### src/rtl/double_ended_stack_allocator_assert.svh
// Assertion macros for the double-ended stack allocator.
// No dependencies; taken in by the modules that carry assertions.
`ifndef DOUBLE_ENDED_STACK_ALLOCATOR_ASSERT_SVH
`define DOUBLE_ENDED_STACK_ALLOCATOR_ASSERT_SVH

// same-cycle implication
`define DESA_ASSERT_IMP(label, clk, rst_n, a, b) \
    label: assert property (@(posedge clk) disable iff (!rst_n) (a) |-> (b)) \
        else $error("allocator assertion failed");

// next-cycle implication
`define DESA_ASSERT_NXT(label, clk, rst_n, a, b) \
    label: assert property (@(posedge clk) disable iff (!rst_n) (a) |=> (b)) \
        else $error("allocator assertion failed");

`endif

### src/rtl/desa_pkg.sv
// Package of the double-ended stack allocator: widths, codes and the
// controller-to-datapath command type. No dependencies.
package desa_pkg;

    localparam int ARENA_BYTES  = 65536;
    localparam int HEADER_BYTES = 16;
    localparam int MAX_BLOCKS   = 64;

    localparam int FW = 17;   // address/size field width
    localparam int WW = 19;   // internal arithmetic width
    localparam int KW = 3;
    localparam int AW = 4;
    localparam int SW = 2;

    typedef logic [KW-1:0] kind_t;
    typedef logic [SW-1:0] status_t;

    localparam kind_t KIND_ALLOC_BOTTOM = 3'd0;
    localparam kind_t KIND_ALLOC_TOP    = 3'd1;
    localparam kind_t KIND_FREE_BOTTOM  = 3'd2;
    localparam kind_t KIND_FREE_TOP     = 3'd3;
    localparam kind_t KIND_RESET_BOTTOM = 3'd4;
    localparam kind_t KIND_RESET_TOP    = 3'd5;
    localparam kind_t KIND_RESET_BOTH   = 3'd6;

    localparam status_t STATUS_OK       = 2'd0;
    localparam status_t STATUS_OOM      = 2'd1;
    localparam status_t STATUS_ORDER    = 2'd2;
    localparam status_t STATUS_REC_FULL = 2'd3;

    typedef struct packed {
        logic capture;
        logic commit;
    } cmd_t;

endpackage

### src/rtl/double_ended_stack_allocator.sv
// Double-ended stack allocator: one request per transfer on the input channel,
// one result transfer per request; each request is captured with the record
// memory read, then executed and committed once the output register can take
// the result, and the next request is taken as soon as the previous one has
// committed, so a new request is never accepted while one is still in flight.
// A finished result waits in the output register without blocking the next
// request's capture. arena_size (cfg_data) takes effect at the next top reset;
// values above the arena maximum act as the maximum. No clearing pass after reset.
// Depends on desa_pkg, desa_ctrl and desa_datapath.
module double_ended_stack_allocator #(
    parameter int HEADER_BYTES = desa_pkg::HEADER_BYTES,
    parameter int MAX_BLOCKS   = desa_pkg::MAX_BLOCKS
) (
    input  logic                      clk,
    input  logic                      rst_n,
    input  logic                      in_valid,
    output logic                      in_ready,
    input  logic [desa_pkg::KW-1:0]   kind,
    input  logic [desa_pkg::FW-1:0]   request_size,
    input  logic [desa_pkg::AW-1:0]   align_log2,
    input  logic [desa_pkg::FW-1:0]   block_address,
    output logic                      out_valid,
    input  logic                      out_ready,
    output logic [desa_pkg::SW-1:0]   status,
    output logic [desa_pkg::FW-1:0]   result_address,
    output logic [desa_pkg::FW-1:0]   free_bytes,
    input  logic                      cfg_valid,
    output logic                      cfg_ready,
    input  logic [desa_pkg::FW-1:0]   cfg_data
);

    desa_pkg::cmd_t cmd;
    logic           cfg_we;

    assign cfg_we = cfg_valid && cfg_ready;

    desa_ctrl u_ctrl (
        .clk       (clk),
        .rst_n     (rst_n),
        .in_valid  (in_valid),
        .in_ready  (in_ready),
        .out_valid (out_valid),
        .out_ready (out_ready),
        .cfg_ready (cfg_ready),
        .cmd       (cmd)
    );

    desa_datapath #(
        .HEADER_BYTES (HEADER_BYTES),
        .MAX_BLOCKS   (MAX_BLOCKS)
    ) u_datapath (
        .clk            (clk),
        .rst_n          (rst_n),
        .cmd            (cmd),
        .kind           (kind),
        .request_size   (request_size),
        .align_log2     (align_log2),
        .block_address  (block_address),
        .cfg_we         (cfg_we),
        .cfg_data       (cfg_data),
        .status         (status),
        .result_address (result_address),
        .free_bytes     (free_bytes)
    );

endmodule

### src/rtl/desa_ctrl.sv
// Controller of the double-ended stack allocator: request sequencing and
// result handshake. Depends on desa_pkg and the assertion macro header.
`include "double_ended_stack_allocator_assert.svh"

module desa_ctrl (
    input  logic           clk,
    input  logic           rst_n,
    input  logic           in_valid,
    output logic           in_ready,
    output logic           out_valid,
    input  logic           out_ready,
    output logic           cfg_ready,
    output desa_pkg::cmd_t cmd
);

    typedef enum logic [1:0] {
        ST_IDLE = 2'b01,
        ST_EXEC = 2'b10
    } state_t;

    state_t state_reg, state_next;
    logic   out_valid_reg, out_valid_next;

    assign in_ready    = (state_reg == ST_IDLE);
    assign cfg_ready   = (state_reg == ST_IDLE);
    assign out_valid   = out_valid_reg;
    assign cmd.capture = in_valid && in_ready;
    assign cmd.commit  = (state_reg == ST_EXEC) && (!out_valid_reg || out_ready);

    always_comb
    begin
        state_next = state_reg;
        case (state_reg)
            ST_IDLE:
            begin
                if (cmd.capture)
                    state_next = ST_EXEC;
            end
            ST_EXEC:
            begin
                if (cmd.commit)
                    state_next = ST_IDLE;
            end
            default: state_next = ST_IDLE;
        endcase
    end

    always_comb
    begin
        out_valid_next = out_valid_reg;
        if (cmd.commit)
            out_valid_next = 1'b1;
        else if (out_ready)
            out_valid_next = 1'b0;
    end

    always_ff @(posedge clk or negedge rst_n)
    begin
        if (!rst_n)
        begin
            state_reg     <= ST_IDLE;
            out_valid_reg <= 1'b0;
        end
        else
        begin
            state_reg     <= state_next;
            out_valid_reg <= out_valid_next;
        end
    end

    `DESA_ASSERT_NXT(a_capture_exec, clk, rst_n, cmd.capture, state_reg == ST_EXEC)
    `DESA_ASSERT_IMP(a_commit_slot, clk, rst_n, cmd.commit, !out_valid_reg || out_ready)
    `DESA_ASSERT_NXT(a_commit_shows, clk, rst_n, cmd.commit, out_valid_reg && in_ready)

endmodule

### src/rtl/desa_datapath.sv
// Datapath of the double-ended stack allocator: marks, counts, record
// memories, allocation arithmetic and result registers. Depends on desa_pkg.
module desa_datapath #(
    parameter int HEADER_BYTES = desa_pkg::HEADER_BYTES,
    parameter int MAX_BLOCKS   = desa_pkg::MAX_BLOCKS
) (
    input  logic                      clk,
    input  logic                      rst_n,
    input  desa_pkg::cmd_t            cmd,
    input  logic [desa_pkg::KW-1:0]   kind,
    input  logic [desa_pkg::FW-1:0]   request_size,
    input  logic [desa_pkg::AW-1:0]   align_log2,
    input  logic [desa_pkg::FW-1:0]   block_address,
    input  logic                      cfg_we,
    input  logic [desa_pkg::FW-1:0]   cfg_data,
    output logic [desa_pkg::SW-1:0]   status,
    output logic [desa_pkg::FW-1:0]   result_address,
    output logic [desa_pkg::FW-1:0]   free_bytes
);

    localparam int FW = desa_pkg::FW;
    localparam int WW = desa_pkg::WW;
    localparam int IW = (MAX_BLOCKS > 1) ? $clog2(MAX_BLOCKS) : 1;
    localparam int CW = $clog2(MAX_BLOCKS + 1);
    localparam logic [FW-1:0] ARENA_MAX = FW'(desa_pkg::ARENA_BYTES);
    localparam logic [WW-1:0] HDR       = WW'(HEADER_BYTES);

    // captured request
    desa_pkg::kind_t    kind_reg;
    logic [FW-1:0]      size_reg;
    logic [desa_pkg::AW-1:0] alog_reg;
    logic [FW-1:0]      addr_reg;

    logic [FW-1:0] arena_size_reg;
    logic [FW-1:0] bm_reg, bm_next, blh_reg, blh_next;
    logic [FW-1:0] tm_reg, tm_next, tlh_reg, tlh_next;
    logic [CW-1:0] bcnt_reg, bcnt_next, tcnt_reg, tcnt_next;

    logic [2*FW-1:0] bmem [MAX_BLOCKS];
    logic [2*FW-1:0] tmem [MAX_BLOCKS];
    logic [2*FW-1:0] brd_reg, trd_reg;

    desa_pkg::status_t status_reg, status_next;
    logic [FW-1:0]     result_reg, result_next;
    logic [FW-1:0]     free_reg, free_next;

    logic [CW-1:0] bcnt_dec, tcnt_dec;
    logic [WW-1:0] align_mask, bm_w, tm_w, size_w, addr_w;
    logic [WW-1:0] aligned, b_end, t_data, t_hdr, t_end;
    logic          b_oom, b_full, t_oom, t_full, b_bad, t_bad;
    logic          b_push, t_push;
    logic [FW-1:0] eff_arena;

    assign bcnt_dec = bcnt_reg - CW'(1);
    assign tcnt_dec = tcnt_reg - CW'(1);

    assign align_mask = ~((WW'(1) << alog_reg) - WW'(1));
    assign bm_w   = WW'(bm_reg);
    assign tm_w   = WW'(tm_reg);
    assign size_w = WW'(size_reg);
    assign addr_w = WW'(addr_reg);

    assign aligned = (bm_w + ~align_mask) & align_mask;
    assign b_end   = aligned + HDR + size_w;
    assign b_oom   = b_end > tm_w;
    assign b_full  = bcnt_reg >= CW'(MAX_BLOCKS);

    assign t_data = (tm_w - size_w) & align_mask;
    assign t_hdr  = t_data - HDR;
    assign t_oom  = (size_w + HDR > tm_w) || (t_data < HDR) || (t_hdr < bm_w);
    assign t_full = tcnt_reg >= CW'(MAX_BLOCKS);
    assign t_end  = WW'(tlh_reg) + HDR + WW'(trd_reg[FW-1:0]);

    assign b_bad = (bcnt_reg == '0) || (addr_w < HDR) || ((addr_w - HDR) != WW'(blh_reg));
    assign t_bad = (tcnt_reg == '0) || (addr_w < HDR) || ((addr_w - HDR) != WW'(tlh_reg));

    assign eff_arena = (arena_size_reg > ARENA_MAX) ? ARENA_MAX : arena_size_reg;

    assign b_push = cmd.commit && (kind_reg == desa_pkg::KIND_ALLOC_BOTTOM) && !b_oom && !b_full;
    assign t_push = cmd.commit && (kind_reg == desa_pkg::KIND_ALLOC_TOP) && !t_oom && !t_full;

    always_comb
    begin
        bm_next     = bm_reg;
        blh_next    = blh_reg;
        tm_next     = tm_reg;
        tlh_next    = tlh_reg;
        bcnt_next   = bcnt_reg;
        tcnt_next   = tcnt_reg;
        status_next = desa_pkg::STATUS_OK;
        result_next = '0;
        case (kind_reg)
            desa_pkg::KIND_ALLOC_BOTTOM:
            begin
                if (b_oom)
                    status_next = desa_pkg::STATUS_OOM;
                else if (b_full)
                    status_next = desa_pkg::STATUS_REC_FULL;
                else
                begin
                    bcnt_next   = bcnt_reg + CW'(1);
                    blh_next    = aligned[FW-1:0];
                    bm_next     = b_end[FW-1:0];
                    result_next = FW'(aligned + HDR);
                end
            end
            desa_pkg::KIND_ALLOC_TOP:
            begin
                if (t_oom)
                    status_next = desa_pkg::STATUS_OOM;
                else if (t_full)
                    status_next = desa_pkg::STATUS_REC_FULL;
                else
                begin
                    tcnt_next   = tcnt_reg + CW'(1);
                    tlh_next    = t_hdr[FW-1:0];
                    tm_next     = t_hdr[FW-1:0];
                    result_next = t_data[FW-1:0];
                end
            end
            desa_pkg::KIND_FREE_BOTTOM:
            begin
                if (addr_reg != '0)
                begin
                    if (b_bad)
                        status_next = desa_pkg::STATUS_ORDER;
                    else
                    begin
                        bcnt_next = bcnt_dec;
                        bm_next   = blh_reg;
                        blh_next  = brd_reg[2*FW-1:FW];
                    end
                end
            end
            desa_pkg::KIND_FREE_TOP:
            begin
                if (addr_reg != '0)
                begin
                    if (t_bad)
                        status_next = desa_pkg::STATUS_ORDER;
                    else
                    begin
                        tcnt_next = tcnt_dec;
                        tm_next   = t_end[FW-1:0];
                        tlh_next  = trd_reg[2*FW-1:FW];
                    end
                end
            end
            desa_pkg::KIND_RESET_BOTTOM:
            begin
                bm_next   = '0;
                blh_next  = '0;
                bcnt_next = '0;
            end
            desa_pkg::KIND_RESET_TOP:
            begin
                tm_next   = eff_arena;
                tlh_next  = eff_arena;
                tcnt_next = '0;
            end
            desa_pkg::KIND_RESET_BOTH:
            begin
                bm_next   = '0;
                blh_next  = '0;
                bcnt_next = '0;
                tm_next   = eff_arena;
                tlh_next  = eff_arena;
                tcnt_next = '0;
            end
            default:
            begin
                status_next = desa_pkg::STATUS_OK;
            end
        endcase
        free_next = (tm_next > bm_next) ? (tm_next - bm_next) : '0;
    end

    always_ff @(posedge clk)
    begin
        if (cmd.capture)
        begin
            kind_reg <= kind;
            size_reg <= request_size;
            alog_reg <= align_log2;
            addr_reg <= block_address;
            brd_reg  <= bmem[bcnt_dec[IW-1:0]];
            trd_reg  <= tmem[tcnt_dec[IW-1:0]];
        end
        if (b_push)
            bmem[bcnt_reg[IW-1:0]] <= {blh_reg, size_reg};
        if (t_push)
            tmem[tcnt_reg[IW-1:0]] <= {tlh_reg, size_reg};
        if (cmd.commit)
        begin
            status_reg <= status_next;
            result_reg <= result_next;
            free_reg   <= free_next;
        end
    end

    always_ff @(posedge clk or negedge rst_n)
    begin
        if (!rst_n)
        begin
            arena_size_reg <= FW'(65536);
            bm_reg         <= '0;
            blh_reg        <= '0;
            tm_reg         <= ARENA_MAX;
            tlh_reg        <= ARENA_MAX;
            bcnt_reg       <= '0;
            tcnt_reg       <= '0;
        end
        else
        begin
            if (cfg_we)
                arena_size_reg <= cfg_data;
            if (cmd.commit)
            begin
                bm_reg   <= bm_next;
                blh_reg  <= blh_next;
                tm_reg   <= tm_next;
                tlh_reg  <= tlh_next;
                bcnt_reg <= bcnt_next;
                tcnt_reg <= tcnt_next;
            end
        end
    end

    assign status         = status_reg;
    assign result_address = result_reg;
    assign free_bytes     = free_reg;

endmodule
### config.mk
export PLATFORM = sky130hd
export DESIGN_NAME = double_ended_stack_allocator
export DESIGN_NICKNAME = d
export VERILOG_FILES = /design/src/rtl/desa_pkg.sv /design/src/rtl/double_ended_stack_allocator.sv /design/src/rtl/desa_ctrl.sv /design/src/rtl/desa_datapath.sv
export VERILOG_INCLUDE_DIRS = /design/src /design/src/rtl
export SDC_FILE = /design/constraint.sdc
export NUM_CORES = 2
export LEC_CHECK = 0
export ABC_AREA = 1
export ABC_CLOCK_PERIOD_IN_PS = 23700
export BUFFER_PORTS_ARGS = -buffer_cell sky130_fd_sc_hd__buf_4
export CELL_PAD_IN_SITES_DETAIL_PLACEMENT = 2
export CELL_PAD_IN_SITES_GLOBAL_PLACEMENT = 2
export CORE_AREA = 2 2 420 735
export CTS_CLUSTER_SIZE = 14
export DETAILED_ROUTE_END_ITERATION = 12
export DIE_AREA = 0 0 422 737
export GPL_TIMING_DRIVEN = 0
export PLACE_DENSITY = 0.88
export SYNTH_ARGS = -nofsm -noshare
export SYNTH_HDL_FRONTEND = slang
export SYNTH_MEMORY_MAX_BITS = 65536
export SYNTH_SLANG_ARGS = --single-unit
### constraint.sdc
create_clock -name clk -period 23.7 [get_ports clk]
set_input_delay 7.11 -clock clk [delete_from_list [all_inputs] [get_ports clk]]
set_output_delay 7.11 -clock clk [all_outputs]
set_load 0.03 [all_outputs]
==> results of run 1 <==
stage by stage:
step / worst slack [ns] / std cells
global placement: 8.01 / 15864
floorplan: 13.45 / 11698
kinds of logic after synthesis:
kind of cell             count (synthesis)
flip-flops                            3494
AND/OR/NAND/NOR                       3431
AO/OA/AOI/OAI                         3147
buffers and inverters                 1147
multiplexers                           218
adder cells (fa/ha/maj)                166
XOR/XNOR                                94
other                                    1
==> summary.md, run 1 <==
| Metric | Value |
|---|---|
| Status | stopped before the end |
| Failing step | 3_5_place_dp |
| Stop Error | [ERROR DPL-0033] detailed placement checks failed during check placement. |
| Gp weighted congestion | 1.13 |
| Die span in y | 737 microns |
| Port Buf Inserts | 101 |
| Synth area leaders | edfxtp_1 70%, o21ai_0 6.3%, nor2_1 5.6% |
| Initial Util | 47.7% |
| Post-synth cell types | 64 |
| Post-Synth Simple-Gate Area | 9.52% |
| Flops & latches, synth | 3,494 |
| XOR/XNOR share of the synthesized area | 0.564% |
| Chip width | 422 microns |
| Post-Syn Area | 0.146 sq mm |
| Synth cell count leaders | 3,392 x edfxtp_1, 2,164 x nor2_1, 1,847 x o21ai_0 |
| Post-synthesis mux area share | 1.51% |
| Sequential share of the synthesized area | 71.6% |
| Rows | 269 |
| I/O pin cnt | 102 |
| Syn_nets | 11,927 |
| Adder-Cell Fraction of Synth Area | 1.45% |
| Avg Cell Area, Syn | 12.5 sq um |
| EDFF count, synth | 3,392 |
| Largest family of logic cells by synthesized area | compound AO/OA/AOI/OAI gates |
| Top FF cell, synth | edfxtp_1 |
| Count leader, synth | edfxtp_1 |
| Post-synth top area cell | edfxtp_1 |
| Dpl hpwl | 553,000 microns |
| Synth Area in Compound Gates | 12.4% |
| Mapped Cells | 11,698 |
| Ys Warns | 0 |
| Yosys top cell area share | 69.8% |
| Ys async rst share | 2.92% |
==> inputs of run 2 (changes only) <==
Settings changed: CELL_PAD_IN_SITES_DETAIL_PLACEMENT 2 to unset, CELL_PAD_IN_SITES_GLOBAL_PLACEMENT 2 to unset, CORE_AREA 2 2 420 735 to 2 2 607 609, CTS_CLUSTER_SIZE 14 to unset, DIE_AREA 0 0 422 737 to 0 0 609 611, PLACE_DENSITY 0.88 to unset, PLACE_DENSITY_LB_ADDON set to 0.15.
==> run 2 against run 1 <==
Net effect:
- the flow now finishes, with violations (capacitance limit, slew limit)
- synthesized area stayed put
- synthesized cell count unchanged
==> summary.md, run 2 <==
| Metric | Value |
|---|---|
| Hold buffers post-CTS | 0 |
| First-pass GRT wire length | 803,000 microns |
| Die span in y | 611 microns (was 737 microns) |
| Initial antenna violation count | 50 |
| Slowest cell delay on critical path | 0.78 ns |
| Status | finished with violations (was stopped before the end) |
| Setup violators final | 0 |
| Rows | 222 (was 269) |
| Clock latency on the worst-skew pair | 0.97 ns |
| Switch share | 49.4% |
| Setup TNS | 0 ns |
| Post-Route Skew | 0.0640 ns |
| Slowest-stage cell, CP | o22ai_1 |
| Root buffer cell | clkbuf_16 |
| Commonest non-fill, non-tap cell in the layout | edfxtp_1 |
| Int Pwr | 0.0140 W |
| CP endpoint kind | flip-flop |
| Routed WL | 591,000 microns |
| Worst min-delay path endpoint | u_ctrl.state_reg[0] |
| Avg Cell Area, Syn | 12.5 sq um (unchanged) |
| Worst vdd ir | 0.0867 mV |
| Adder-Cell Fraction of Synth Area | 1.45% (unchanged) |
| DR iter-0 viols | 15,459 |
| Final hold vios | 0 |
| Overflow after GRT | 0 |
| Max reg flops | 2,176 |
| Max clock buf depth | 4 |
| Sequential share of the synthesized area | 71.6% (unchanged) |
| Synth area leaders | edfxtp_1 70%, o21ai_0 6.3%, nor2_1 5.6% (unchanged) |
| Max-cap violation count | 11 |
| Area grow syn2layout | 16.8% |
| Chip width | 609 microns (was 422 microns) |
| Least-Margin Pin Slew | 1.56 ns |
| CP top delay family | simple AND/OR/NAND/NOR gates |
| PD cells | 162 mW/mm^2 |
| Post-Syn Area | 0.146 sq mm (unchanged) |
| Synth Area in Compound Gates | 12.4% (unchanged) |
| Hold depth | 1 |
| CTS resizes | 0 |
| Comb pwr share | 49.9% |
| Initial Util | 40.0% (was 47.7%) |
| Sink Count | 3,494 |
| Layout Nets | 12,603 |
| Fin. max-slew vios | 54 |
| Dpl hpwl | 430,000 microns (was 553,000 microns) |
| H-tree depth reported by CTS | 5 |
| Count leader, synth | edfxtp_1 (unchanged) |
| Final ANT Viol Nets | 0 |
| Post-Synth Simple-Gate Area | 9.52% (unchanged) |
| Reg-to-reg startpoint | u_datapath.alog_reg[3] |
| Clk network pwr share | 21.3% |
| Net Switching | 0.0136 W |
| XOR/XNOR share of the synthesized area | 0.564% (unchanged) |
| Sequential Power Share | 28.7% |
| Vias in the first global route | 99,270 |
| Post-synth top area cell | edfxtp_1 (unchanged) |
| Post-CTS setup buffers | 0 |
| Final critical-path share of the clock period | 52.3% |
| Fillers | 32,673 |
| Crit-path max FO | 10 |
| Unrepaired setup endpoints after global routing | false |
| Post-synthesis mux area share | 1.51% (unchanged) |
| Slew Limit Headroom | -4.04% |
| Share of layout cells above drive strength 1 | 8.80% |
| Max Clk Rate | 80.6 MHz |
| Setup crit start kind | flip-flop |
| GR Util All Layers | 30.9% |
| Fin crit period | 12.40 ns |
| Failing checks | capacitance limit, slew limit |
| Router iterations before antenna repair | 8 |
| TritonCTS clock tree | yes |
| Total die area | 0.372 sq mm |
| Buffers & Inverters on Critical Path | 11 |
| Critical path launch point | u_datapath.alog_reg[3] |
| Worst reg-to-reg path cell count | 56 |
| Ys async rst share | 2.92% (unchanged) |
| EDFF count, synth | 3,392 (unchanged) |
| Reg clk slew, reported paths | 0.06 ns |
| WS Path Type | flip-flop to flip-flop |
| Syn_nets | 11,927 (unchanged) |
| Pin count of the biggest net entering global routing | 80 |
| Routed len/inst | 33.8 microns |
| Flops & latches, synth | 3,494 (unchanged) |
| Most used cell, CP | nand2_1 |
| Commonest non-fill, non-tap cells in the layout | 3,392 x edfxtp_1, 2,038 x nor2_1, 1,847 x o21ai_0, 761 x clkbuf_1, 744 x nand2_1 |
| I/O pin cnt | 102 (unchanged) |
| Sequential Area | 0.105 sq mm |
| Post-synth cell types | 64 (unchanged) |
| Flop-to-flop setup slack | 11.30 ns |
| Mapped Cells | 11,698 (unchanged) |
| Largest family of logic cells by synthesized area | compound AO/OA/AOI/OAI gates (unchanged) |
| Synth cell count leaders | 3,392 x edfxtp_1, 2,164 x nor2_1, 1,847 x o21ai_0 (unchanged) |
| Yosys top cell area share | 69.8% (unchanged) |
| Leakage | 56.7 nW |
| Hold Startpoint | u_ctrl.state_reg[1] |
| Hold Path Class | flip-flop to flip-flop |
| DRC violations left | 0 |
| Reg2reg end | u_datapath.free_bytes[2] |
| CP required | 24.39 ns |
| Cts bufs inserted | 375 |
| Post-DR vias/cell | 6.05 |
| Ys Warns | 0 (unchanged) |
| Vias | 105,876 |
| Final hold slack | 0.505 ns |
| Gp weighted congestion | 0.988 (was 1.13) |
| Multi-input logic area | 0.0380 sq mm |
| Placeable Area | 0.365 sq mm |
| Top FF cell, synth | edfxtp_1 (unchanged) |
| Port Buf Inserts | 101 (unchanged) |
| Crit path DAT | 13.10 ns |
## run 2: cell counts after synthesis
Identical to the previous run, type by type.
## run 2: worst reg2reg max path, delay by kind of cell, from the launching register on
family,cells,cell delay [ns]
AOI/OAI and AO/OA,12,3.15
xor gates and xnor gates,3,0.97
adders and majority gates,6,2.06
buffers and inverters,11,1.77
DFF,1,0.59
and+or+nand+nor,24,3.58
## run 2: power groups by stage
stage | logic [W] | clock network, W | registers, W
after floorplan | 0.00625 | 0 | 0.00793
after global placement | 0.0125 | 0 | 0.00858
after detailed placement | 0.0133 | 0 | 0.00804
after CTS | 0.0133 | 0.00592 | 0.00791
after global routing | 0.0142 | 0.00616 | 0.00793
final | 0.0138 | 0.00588 | 0.00793
## run 2: cell families after synthesis
group / count (synthesis)
adders and majority gates: 166
AOI/OAI and AO/OA: 3147
xor gates and xnor gates: 94
other: 1
muxes: 218
DFF: 3494
and+or+nand+nor: 3431
buffers and inverters: 1147
## run 2: cell type report
type	instances	area share, %
antenna	13	0.0191
timing repair buffer	299	3.14
clock inverter	226	1.33
sequential	3494	61.3
inverter	394	0.869
buffer	753	1.69
clock buffer	460	5.79
tap	4816	3.54
multi-input combinational	7057	22.3
## run 2: metal layers
layer | vias to the layer above | global-route usage, % | wire (microns)
met5 | - | 0 | 39
met4 | 6 | 13.7 | 30700
met3 | 1045 | 6.30 | 60000
met2 | 6116 | 47.6 | 264000
met1 | 53882 | 42.4 | 237000
li1 | 44827 | - | -
## run 2: how the worst max path moves through the flow
| stage | endpoint | slack (ns) | cells after the start |
|---|---|---|---|
| 2_1_floorplan | u_datapath.tmem[31][0] | 13.45 | 4 |
| 3_3_place_gp | u_datapath.tmem[31][12] | 9.52 | 24 |
| 3_5_place_dp | u_datapath.free_bytes[2] | 11.40 | 56 |
| 4_1_cts | u_datapath.free_bytes[2] | 11.34 | 56 |
| 5_1_grt | u_datapath.free_bytes[2] | 10.34 | 56 |
| 6_report | u_datapath.free_bytes[2] | 11.30 | 56 |
## run 2: per-stage QoR
stage               area, sq um  setup slack [ns]  power, W  util, %  instances
finish                   170000             11.30    0.0276     46.7      17512
global route             170000             10.34    0.0283     46.7      17500
CTS                      170000             11.34    0.0271     46.7      17499
detailed placement       158000             11.40    0.0213     43.4      16813
global placement         153000              9.52    0.0211     41.8      16615
floorplan                146000             13.45    0.0142        -      11698
No activity file was read; power rests on OpenSTA's default activity.
